<file path="config.mk">
export PLATFORM = sky130hd
export DESIGN_NAME = memory_map_region_coalescer
export DESIGN_NICKNAME = d
export VERILOG_FILES = /design/src/mmrc_pkg.sv /design/src/memory_map_region_coalescer.sv
export SDC_FILE = /design/constraint.sdc
export NUM_CORES = 2
export LEC_CHECK = 0
export ABC_AREA = 1
export BUFFER_PORTS_ARGS = -buffer_cell sky130_fd_sc_hd__buf_2
export CAP_MARGIN = 25
export CORE_ASPECT_RATIO = 1.1
export CORE_MARGIN = 5
export CORE_UTILIZATION = 40
export CTS_CLUSTER_SIZE = 8
export DETAILED_ROUTE_END_ITERATION = 8
export GPL_TIMING_DRIVEN = 1
export PLACE_DENSITY = 0.58
export SLEW_MARGIN = 15
export SYNTH_ARGS = -nofsm -noshare
export SYNTH_HDL_FRONTEND = slang
export SYNTH_SLANG_ARGS = --single-unit
</file>
<file path="constraint.sdc">
create_clock -name clk -period 9.2 [get_ports clk]
set_clock_uncertainty 0.1 [all_clocks]
set_input_delay 0.46 -clock clk [delete_from_list [all_inputs] [get_ports clk]]
set_output_delay 0.46 -clock clk [all_outputs]
set_load 0.01 [all_outputs]
</file>
<file path="src/mmrc_pkg.sv">
// Package for the memory map region coalescer: multiboot type codes,
// the result word layout and the shared region and type helpers.
// No dependencies.
package mmrc_pkg;

  // Sizes of the fixed fields
  localparam int unsigned ADDR_W     = 64;
  localparam int unsigned PAGES_W    = 52;
  localparam int unsigned KB_W       = 54;
  localparam int unsigned IDX_W      = 8;
  localparam int unsigned PAGE_SHIFT = 12;
  localparam int unsigned KB_SHIFT   = 10;

  // Default map capacity
  localparam int unsigned MAX_REGIONS_DEF = 256;

  typedef logic [2:0] mb_type_t;
  typedef logic [3:0] efi_type_t;

  // Multiboot region types
  localparam mb_type_t MB_AVAIL    = 3'd1;
  localparam mb_type_t MB_RESERVED = 3'd2;
  localparam mb_type_t MB_ACPI     = 3'd3;
  localparam mb_type_t MB_NVS      = 3'd4;
  localparam mb_type_t MB_BADRAM   = 3'd5;

  // UEFI type codes that map to something other than reserved
  localparam efi_type_t EFI_LOADER_CODE  = 4'd1;
  localparam efi_type_t EFI_LOADER_DATA  = 4'd2;
  localparam efi_type_t EFI_BS_CODE      = 4'd3;
  localparam efi_type_t EFI_BS_DATA      = 4'd4;
  localparam efi_type_t EFI_CONVENTIONAL = 4'd7;
  localparam efi_type_t EFI_UNUSABLE     = 4'd8;
  localparam efi_type_t EFI_ACPI_RECLAIM = 4'd9;
  localparam efi_type_t EFI_ACPI_NVS     = 4'd10;

  // One result word
  typedef struct packed {
    logic [ADDR_W-1:0] region_start;
    logic [ADDR_W-1:0] region_length;
    mb_type_t          region_type;
    logic [IDX_W-1:0]  region_index;
    logic              map_overflow;
    logic [KB_W-1:0]   mem_lower_kb;
    logic [KB_W-1:0]   mem_upper_kb;
    logic              is_last_region;
  } result_t;

  // UEFI type to multiboot type; unknown and reserved-like codes give reserved
  function automatic mb_type_t map_type(input efi_type_t efi);
    mb_type_t t;
    unique case (efi)
      EFI_LOADER_CODE, EFI_LOADER_DATA, EFI_BS_CODE, EFI_BS_DATA,
      EFI_CONVENTIONAL: t = MB_AVAIL;
      EFI_UNUSABLE:     t = MB_BADRAM;
      EFI_ACPI_RECLAIM: t = MB_ACPI;
      EFI_ACPI_NVS:     t = MB_NVS;
      default:          t = MB_RESERVED;
    endcase
    return t;
  endfunction

  // Build one result word, folding an available region into the trackers
  function automatic result_t make_region(
    input logic [ADDR_W-1:0] start,
    input logic [ADDR_W-1:0] stop,
    input mb_type_t          rtype,
    input logic [KB_W-1:0]   lo_kb,
    input logic [KB_W-1:0]   hi_kb,
    input logic [IDX_W-1:0]  idx,
    input logic              ovf,
    input logic              last
  );
    result_t r;
    logic [KB_W-1:0] s_kb;
    logic [KB_W-1:0] e_kb;
    s_kb = start[ADDR_W-1:KB_SHIFT];
    e_kb = stop[ADDR_W-1:KB_SHIFT];
    r.region_start   = start;
    r.region_length  = stop - start;
    r.region_type    = rtype;
    r.region_index   = idx;
    r.map_overflow   = ovf;
    r.mem_lower_kb   = lo_kb;
    r.mem_upper_kb   = hi_kb;
    r.is_last_region = last;
    if (rtype == MB_AVAIL) begin
      if (s_kb < lo_kb) r.mem_lower_kb = s_kb;
      if (e_kb > hi_kb) r.mem_upper_kb = e_kb;
    end
    return r;
  endfunction

endpackage

</file>
<file path="src/memory_map_region_coalescer.sv">
// A descriptor is held in the input register, then its results are written into the result queue that drives the port.
// Throughput: one descriptor per cycle while the queue has room for two words; a descriptor that yields two regions
// puts two words on the result port, drained from a four-word queue.
// Reset (rst_n low, synchronous): no open region, region count zero,
// lowest available KB all ones, highest zero, result queue empty.
// Merges UEFI descriptors into multiboot regions. Depends on mmrc_pkg.
module memory_map_region_coalescer #(
  parameter int unsigned MAX_REGIONS = mmrc_pkg::MAX_REGIONS_DEF
) (
  input  logic                           clk,
  input  logic                           rst_n,
  // descriptor channel
  input  logic                           in_valid,
  output logic                           in_stall,
  input  mmrc_pkg::efi_type_t            in_efi_type,
  input  logic [mmrc_pkg::ADDR_W-1:0]    in_phys_start,
  input  logic [mmrc_pkg::PAGES_W-1:0]   in_page_count,
  input  logic                           in_is_last_descriptor,
  // region channel
  output logic                           out_valid,
  input  logic                           out_stall,
  output logic [mmrc_pkg::ADDR_W-1:0]    out_region_start,
  output logic [mmrc_pkg::ADDR_W-1:0]    out_region_length,
  output mmrc_pkg::mb_type_t             out_region_type,
  output logic [mmrc_pkg::IDX_W-1:0]     out_region_index,
  output logic                           out_map_overflow,
  output logic [mmrc_pkg::KB_W-1:0]      out_mem_lower_kb,
  output logic [mmrc_pkg::KB_W-1:0]      out_mem_upper_kb,
  output logic                           out_is_last_region
);
  import mmrc_pkg::*;

  localparam int unsigned CNT_W  = $clog2(MAX_REGIONS + 1);
  localparam int unsigned Q_DEPTH = 4;
  localparam int unsigned QP_W   = $clog2(Q_DEPTH);
  localparam int unsigned QC_W   = $clog2(Q_DEPTH + 1);
  localparam logic [CNT_W-1:0] CNT_MAX = CNT_W'(MAX_REGIONS);
  localparam logic [CNT_W-1:0] IDX_LAST = CNT_W'(MAX_REGIONS - 1);

  // input register
  logic                 s1_valid_r;
  efi_type_t            s1_type_r;
  logic [ADDR_W-1:0]    s1_start_r;
  logic [PAGES_W-1:0]   s1_pages_r;
  logic                 s1_last_r;

  // open region and trackers
  logic                 open_valid_r, open_valid_nxt;
  mb_type_t             open_type_r, open_type_nxt;
  logic [ADDR_W-1:0]    open_start_r, open_start_nxt;
  logic [ADDR_W-1:0]    open_end_r, open_end_nxt;
  logic [CNT_W-1:0]     cnt_r, cnt_nxt;
  logic [KB_W-1:0]      lo_kb_r, lo_kb_nxt;
  logic [KB_W-1:0]      hi_kb_r, hi_kb_nxt;

  // result queue
  result_t              q_mem_r [Q_DEPTH];
  logic [QP_W-1:0]      q_wr_r, q_rd_r;
  logic [QC_W-1:0]      q_cnt_r;

  logic                 in_acc, proc, pop;
  mb_type_t             d_type;
  logic [ADDR_W-1:0]    d_end;
  logic                 brk, emit_a, emit_b;
  logic                 ovf_a, ovf_b;
  logic [CNT_W-1:0]     cnt_a, idx_a, idx_b;
  logic [ADDR_W-1:0]    b_start;
  result_t              res_a, res_b;
  logic [QP_W-1:0]      wr_b;
  logic [1:0]           n_push;

  // handshakes: stage 1 moves on when the queue has room for two words
  assign proc     = s1_valid_r && (q_cnt_r <= QC_W'(Q_DEPTH - 2));
  assign in_stall = s1_valid_r && !proc;
  assign in_acc   = in_valid && !in_stall;
  assign out_valid = (q_cnt_r != '0);
  assign pop      = out_valid && !out_stall;

  // input register
  always_ff @(posedge clk) begin
    if (!rst_n) begin
      s1_valid_r <= 1'b0;
    end else if (!in_stall) begin
      s1_valid_r <= in_valid;
    end
  end

  always_ff @(posedge clk) begin
    if (in_acc) begin
      s1_type_r  <= in_efi_type;
      s1_start_r <= in_phys_start;
      s1_pages_r <= in_page_count;
      s1_last_r  <= in_is_last_descriptor;
    end
  end

  // descriptor decode and region break
  assign d_type = map_type(s1_type_r);
  assign d_end  = s1_start_r + {s1_pages_r, PAGE_SHIFT'(0)};
  assign brk    = !open_valid_r || (open_type_r != d_type) || (open_end_r != s1_start_r);
  assign emit_a = brk && open_valid_r;
  assign emit_b = s1_last_r;

  // first result: the old region closed by a break
  always_comb begin
    ovf_a = (cnt_r >= CNT_MAX);
    idx_a = ovf_a ? IDX_LAST : cnt_r;
    res_a = make_region(open_start_r, open_end_r, open_type_r, lo_kb_r, hi_kb_r,
                        IDX_W'(idx_a), ovf_a, 1'b0);
    cnt_a = (emit_a && !ovf_a) ? cnt_r + 1'b1 : cnt_r;
  end

  // second result: the final region on the last descriptor
  always_comb begin
    b_start = brk ? s1_start_r : open_start_r;
    ovf_b   = (cnt_a >= CNT_MAX);
    idx_b   = ovf_b ? IDX_LAST : cnt_a;
    res_b   = make_region(b_start, d_end, d_type,
                          emit_a ? res_a.mem_lower_kb : lo_kb_r,
                          emit_a ? res_a.mem_upper_kb : hi_kb_r,
                          IDX_W'(idx_b), ovf_b, 1'b1);
  end

  // next open region and trackers
  always_comb begin
    open_valid_nxt = open_valid_r;
    open_type_nxt  = open_type_r;
    open_start_nxt = open_start_r;
    open_end_nxt   = open_end_r;
    cnt_nxt        = cnt_r;
    lo_kb_nxt      = lo_kb_r;
    hi_kb_nxt      = hi_kb_r;
    if (proc) begin
      if (s1_last_r) begin
        // map done: back to the empty state
        open_valid_nxt = 1'b0;
        open_type_nxt  = '0;
        open_start_nxt = '0;
        open_end_nxt   = '0;
        cnt_nxt        = '0;
        lo_kb_nxt      = '1;
        hi_kb_nxt      = '0;
      end else begin
        open_valid_nxt = 1'b1;
        open_end_nxt   = d_end;
        cnt_nxt        = cnt_a;
        if (brk) begin
          open_type_nxt  = d_type;
          open_start_nxt = s1_start_r;
        end
        if (emit_a) begin
          lo_kb_nxt = res_a.mem_lower_kb;
          hi_kb_nxt = res_a.mem_upper_kb;
        end
      end
    end
  end

  always_ff @(posedge clk) begin
    if (!rst_n) begin
      open_valid_r <= 1'b0;
      open_type_r  <= '0;
      open_start_r <= '0;
      open_end_r   <= '0;
      cnt_r        <= '0;
      lo_kb_r      <= '1;
      hi_kb_r      <= '0;
    end else begin
      open_valid_r <= open_valid_nxt;
      open_type_r  <= open_type_nxt;
      open_start_r <= open_start_nxt;
      open_end_r   <= open_end_nxt;
      cnt_r        <= cnt_nxt;
      lo_kb_r      <= lo_kb_nxt;
      hi_kb_r      <= hi_kb_nxt;
    end
  end

  // result queue: up to two words in, one word out per cycle while out_stall is low
  assign wr_b   = emit_a ? q_wr_r + 1'b1 : q_wr_r;
  assign n_push = proc ? {1'b0, emit_a} + {1'b0, emit_b} : 2'd0;

  always_ff @(posedge clk) begin
    if (proc && emit_a) q_mem_r[q_wr_r] <= res_a;
    if (proc && emit_b) q_mem_r[wr_b]   <= res_b;
  end

  always_ff @(posedge clk) begin
    if (!rst_n) begin
      q_wr_r  <= '0;
      q_rd_r  <= '0;
      q_cnt_r <= '0;
    end else begin
      q_wr_r  <= q_wr_r + QP_W'(n_push);
      q_rd_r  <= q_rd_r + QP_W'(pop);
      q_cnt_r <= q_cnt_r + QC_W'(n_push) - QC_W'(pop);
    end
  end

  // result port
  assign out_region_start   = q_mem_r[q_rd_r].region_start;
  assign out_region_length  = q_mem_r[q_rd_r].region_length;
  assign out_region_type    = q_mem_r[q_rd_r].region_type;
  assign out_region_index   = q_mem_r[q_rd_r].region_index;
  assign out_map_overflow   = q_mem_r[q_rd_r].map_overflow;
  assign out_mem_lower_kb   = q_mem_r[q_rd_r].mem_lower_kb;
  assign out_mem_upper_kb   = q_mem_r[q_rd_r].mem_upper_kb;
  assign out_is_last_region = q_mem_r[q_rd_r].is_last_region;

`ifndef ASSERT_OFF
  // queue never overfills
  a_q_bound: assert property (@(posedge clk) disable iff (!rst_n)
    q_cnt_r <= QC_W'(Q_DEPTH))
    else $error("result queue over capacity");

  // region count saturates at capacity
  a_cnt_bound: assert property (@(posedge clk) disable iff (!rst_n)
    cnt_r <= CNT_MAX)
    else $error("region count beyond capacity");

  // last descriptor clears the open region and count
  a_last_clears: assert property (@(posedge clk) disable iff (!rst_n)
    (proc && s1_last_r) |=> (!open_valid_r && cnt_r == '0))
    else $error("state not cleared after last descriptor");

  // a processed descriptor that is not last leaves an open region
  a_open_after: assert property (@(posedge clk) disable iff (!rst_n)
    (proc && !s1_last_r) |=> open_valid_r)
    else $error("no open region after descriptor");
`endif

endmodule
</file>
; After elaboration in Yosys (flattened, before gate mapping)
; Memories as Yosys holds them, arrays and structs flattened. A register that Yosys moved wholly into a read port is not among the register bits.
; Cells that the tools add are included.
[totals]
register_bits = 378
ram_bits = 996
mem_bits_ro = 48
out_inout_bits = 251
memories = 2
[memory_table]
columns = memory, depth, word_bits, rd, rd_clocked_by_memory_dff, write_ports, line_no
row1 = q_mem_r, 4, 249, 1, 1, 2, memory_map_region_coalescer.sv:57  ; result_t q_mem_r [Q_DEPTH];
row2 = (no name shown), 16, 3, 1, 1, 0, mmrc_pkg.sv:52  ; unique case (efi)
[op_classes]
addsub = 10
magnitude_cmp = 7
eq_ne = 4
mux = 28
n_reduce_logical = 18
[ops]
columns = op, n
row1 = $mux 54, 8
row2 = $mux 108, 2
row3 = $mux 64, 3
row4 = $sub 64x64->64, 2
row5 = $gt 54x54->1, 2
row6 = $lt 54x54->1, 2
row7 = $add 64x64->64, 1
row8 = $ne 64x64->1, 1
row9 = $ge 9x9->1 const B, 2
row10 = $mux 9, 2
row11 = $mux 8, 2
row12 = $add 9x1->9 const B, 1
row13 = $logic_and 1x1->1, 8
row14 = $eq 3x1->1 const B, 2
row15 = $mux 2, 3
row16 = $mux 3, 2
row17 = $logic_not 1->1, 5
row18 = $mux 1, 5
row19 = $mux 4, 1
row20 = $add 3x2->3, 1
row21 = $le 3x2->1 const B, 1
row22 = $ne 3x3->1, 1
row23 = $reduce_bool 3->1, 1
row24 = $sub 3x1->3, 1
row25 = 7 further kinds, 8

; Depth between registers and ports, before layout
[depth]
word_depth = 8
mapped_depth = 38
mapped_depth_nobuf = 36

; Worst setup path after synthesis
; No wires, ideal clock.
[synth_path]
kind = register to register
startpoint = reg s1_start_r[2]
endpoint = mem q_mem_r[1][100] (netlist bit) (enable)
setup_time_ps = 619
arrival_time_ps = 7659
required_time_ps = 8481
path_slack_ps = 821
stages_incl_launch_ff = 15
path_buffers = 2
synth_period_minus_slack_ps = 8379
cell_sequence = edfxtp_1 > or2_0 > a21oi_1 > nand2_1 > nor2_1 > nand3_1 > nor2_2 > a21oi_4 > xor2_2 > inv_2 > nor3_2 > inv_2 > clkbuf_1 > buf_1 > nand2_1
[synth_lines]
columns = item, line_no
row1 = from (decl), memory_map_region_coalescer.sv:43  ; logic [ADDR_W-1:0] s1_start_r;
row2 = from (signal assigned), memory_map_region_coalescer.sv:91  ; s1_start_r <= in_phys_start;
row3 = to (decl), memory_map_region_coalescer.sv:57

==> metrics <==
status=complete, no violations; global route overflow=0; Die Span Y=between 400 and 500 µm; CORE AREA=about 200000 µm²; CTS tree=built; # rows=between 150 and 200; RD Place Congestion=slightly above 1; Placement Setup Slack=1619 ps; Initial Util=approximately two fifths; Max-Slew Margin vs Limit=19.05%; Final Non-Filler Cells=about 13000; # IOs=approximately 380; most frequent cells in the layout=nand2_1 (1752), o21ai_0 (1187), edfxtp_1 (1113), nor2_1 (895), o22ai_1 (814); Multi-input gate area=roughly 37000 µm²; Synth Area per Inst=between 8 and 9 µm²; Max Fclk=about 130 MHz; Overall Global Routing Usage=approximately 34%; distinct cell type count after synthesis=56; final wirelength=around 370000 µm; min cycle time layout=about 7900 ps; Post-DRT Antenna Nets=0; VDD IR max=0.0002307 V; DRC=0; RSZ-0062 raised after global routing=no; Post-Syn Nets=between 10000 and 15000; Synth top area share=41.52%; Comb pwr share=about two fifths; Post-synth EDFFs=roughly 1100; Post-synth ARST share=0%; Filler Cells Inserted=19388; Routed wire per std cell=approximately 29 µm; Seq cells post-synth=around 1400; crit end category=flop; dominant synthesized flop cell=edfxtp_1; largest net degree at the start of global routing=between 150 and 200; global-route wire length before repair=~520000 µm; die span in x=437.7 µm; Sum Neg Setup Slack=0 ps; final core occ=a little under half; synth top area cells=edfxtp_1 (42%), nand2_1 (8.2%), o21ai_0 (7.4%), dfxtp_1 (6.6%), o22ai_1 (6.3%); layout cells sized above 1=a little under a tenth; Cell Area, Placed=85820 µm²; crit-path max cell delay=between 700 and 800 ps; port bufs=about 380; Post-Syn Area=around 80000 µm²; Seq/Total Area, Yosys=48.09%; nets=around 10000; post-route setup slack=around 1300 ps; CTS Buf Count=191; Synth Instances=about 9600; leakage power=38.55 nW; maximum capacitance violations=0; Arrival @ worst endpoint=8330 ps; Area Growth Syn to Fin=15.31%; H-tree Lvls=4; crit path max fanout=29; initial antenna violation count=14; Hold Fails Final Rpt=0; clk root buf=clkbuf_16; vias in the first global route=around 73000; CP dominant cell by count=nand2_1; Synthesis Warnings=0; Final Setup Violations=0; via/cell ratio=around 6.1; max-slew violation count=0; DR pass1 iterations=8; hold crit path type=in -> reg; sw frac=43.86%; placed insts=12232; final period utilization=a little under nine tenths; Startpoint Class=flop; most common cell after layout, fill and taps aside=nand2_1; crit path kind=reg -> reg; CP required=between 9000 and 10000 ps; PwrDens=262.9 nW/µm²; Design Area, Final=just over 90000 µm²; clock slew at reported path FFs=roughly 50 ps; Pint=~14 mW; Reg power frac=30.2%; Vias=a little under 80000; starting DRC count in detailed routing=~10000; Clock power frac=between 20% and 30%; Seq. cell area=slightly below 40000 µm²; die area=210300 µm²; CTS max path bufs=3; clock sink count=between 1000 and 1500; slowest CP cell=a21oi_1; measured slew at the worst slew-check pin=around 1200 ps; Net Switching=about 11 mW; Final HPWL DP=about 250000 µm; worst skew pair latency=between 800 and 900 ps; Synth area leader=edfxtp_1
==> cell families after synthesis <==
logic type	count (synthesis)	synth area share, %
AOI/OAI and AO/OA	2743	18.90
and+or+nand+nor	3480	17.79
adders and majority gates	407	6.363
DFF	1377	48.09
buffers and inverters	1349	6.482
xor gates and xnor gates	218	2.381
==> flip-flops by register name, indices dropped and copies added (netlist names) <==
name / flops
s1_start_r: 64
cnt_r: 9
open_valid_r: 1
lo_kb_r: 54
d_type: 3
open_start_r: 64
open_end_r: 64
s1_type_r: 4
q_cnt_r: 3
s1_pages_r: 52
q_wr_r: 2
q_rd_r: 2
s1_valid_r: 1
q_mem_r: 996
hi_kb_r: 54
open_type_r: 3
emit_b: 1
==> power by group through the flow <==
stage	sequential (mW)	combinational, mW	clock, mW
final	7.36	10.2	6.85
after global routing	7.37	10.7	7.16
after CTS	7.35	9.84	6.89
after detailed placement	7.47	9.76	0
after global placement	7.47	9.69	0
after floorplan	7.37	5.57	0
==> layout make-up <==
class	count	share of cell area, %
repair buffers	725	5.794
flip-flops and latches	1377	41.71
well taps	2610	3.518
clock buffers	339	5.815
multi-input cells	6848	39.58
inverters	800	3.296
clock inverters	13	0.2777
diodes	5	0.01348
==> path summary, 6_finish.rpt <==
check,startpoint,endpoint,slack (ps),cells after the start
min reg2reg,q_mem_r[1][0],q_mem_r[1][0],350,2
min,out_stall,q_rd_r[0],170,5
max,s1_start_r[6],q_mem_r[2][179],1320,29
max reg2reg,s1_start_r[6],q_mem_r[2][179],1320,29
==> layer usage <==
metal	global-route usage (%)	part of all wire, %	vias up
li1	-	-	34589
met1	44.82	39	37675
met2	50.94	43	4883
met3	7.568	11	875
met4	20.78	7.2	12
met5	0	0.019	-
==> Yosys cell counts, types with 11 or more instances <==
master,number
buf_1,50
ha_1,403
edfxtp_1,1113
o211ai_1,17
inv_2,16
o21a_1,23
nand2_2,22
nand4_1,43
inv_1,784
clkbuf_1,423
a31oi_1,63
nand3_1,649
a21o_1,23
dfxtp_1,264
xnor2_1,77
buf_2,60
xor2_1,140
a21oi_1,504
o22ai_1,814
nand2_1,1758
nor3_1,33
buf_4,11
nor4_1,23
a211oi_1,11
o21ai_0,1187
o21ai_1,43
or2_2,28
nor2_1,901
==> what timing repair did <==
| item | in CTS | in global routing |
|---|---|---|
| gates resized for setup | 0 | 0 |
| hold buffers | 123 | 0 |
| setup buffers | 0 | 0 |
| hold endpoints to repair | 134 | 0 |
==> per-stage QoR <==
stage / hold slack, ps / power [mW]
after floorplan: 321.9 / 12.94
after global placement: 334.7 / 17.15
after detailed placement: 343.4 / 17.24
after CTS: 98.11 / 24.08
after global routing: 157.4 / 25.27
final: 167.9 / 24.41
==> critical path: cells and delay by family, from the launching register on <==
kind	cells	cell delay (ps)
adder cells (fa/ha/maj)	1	460
AND/OR/NAND/NOR	13	2120
XOR/XNOR	1	360
flip-flops	1	500
AO/OA/AOI/OAI	10	2840
buffers and inverters	4	1170
No activity file was read; power rests on OpenSTA's default activity.
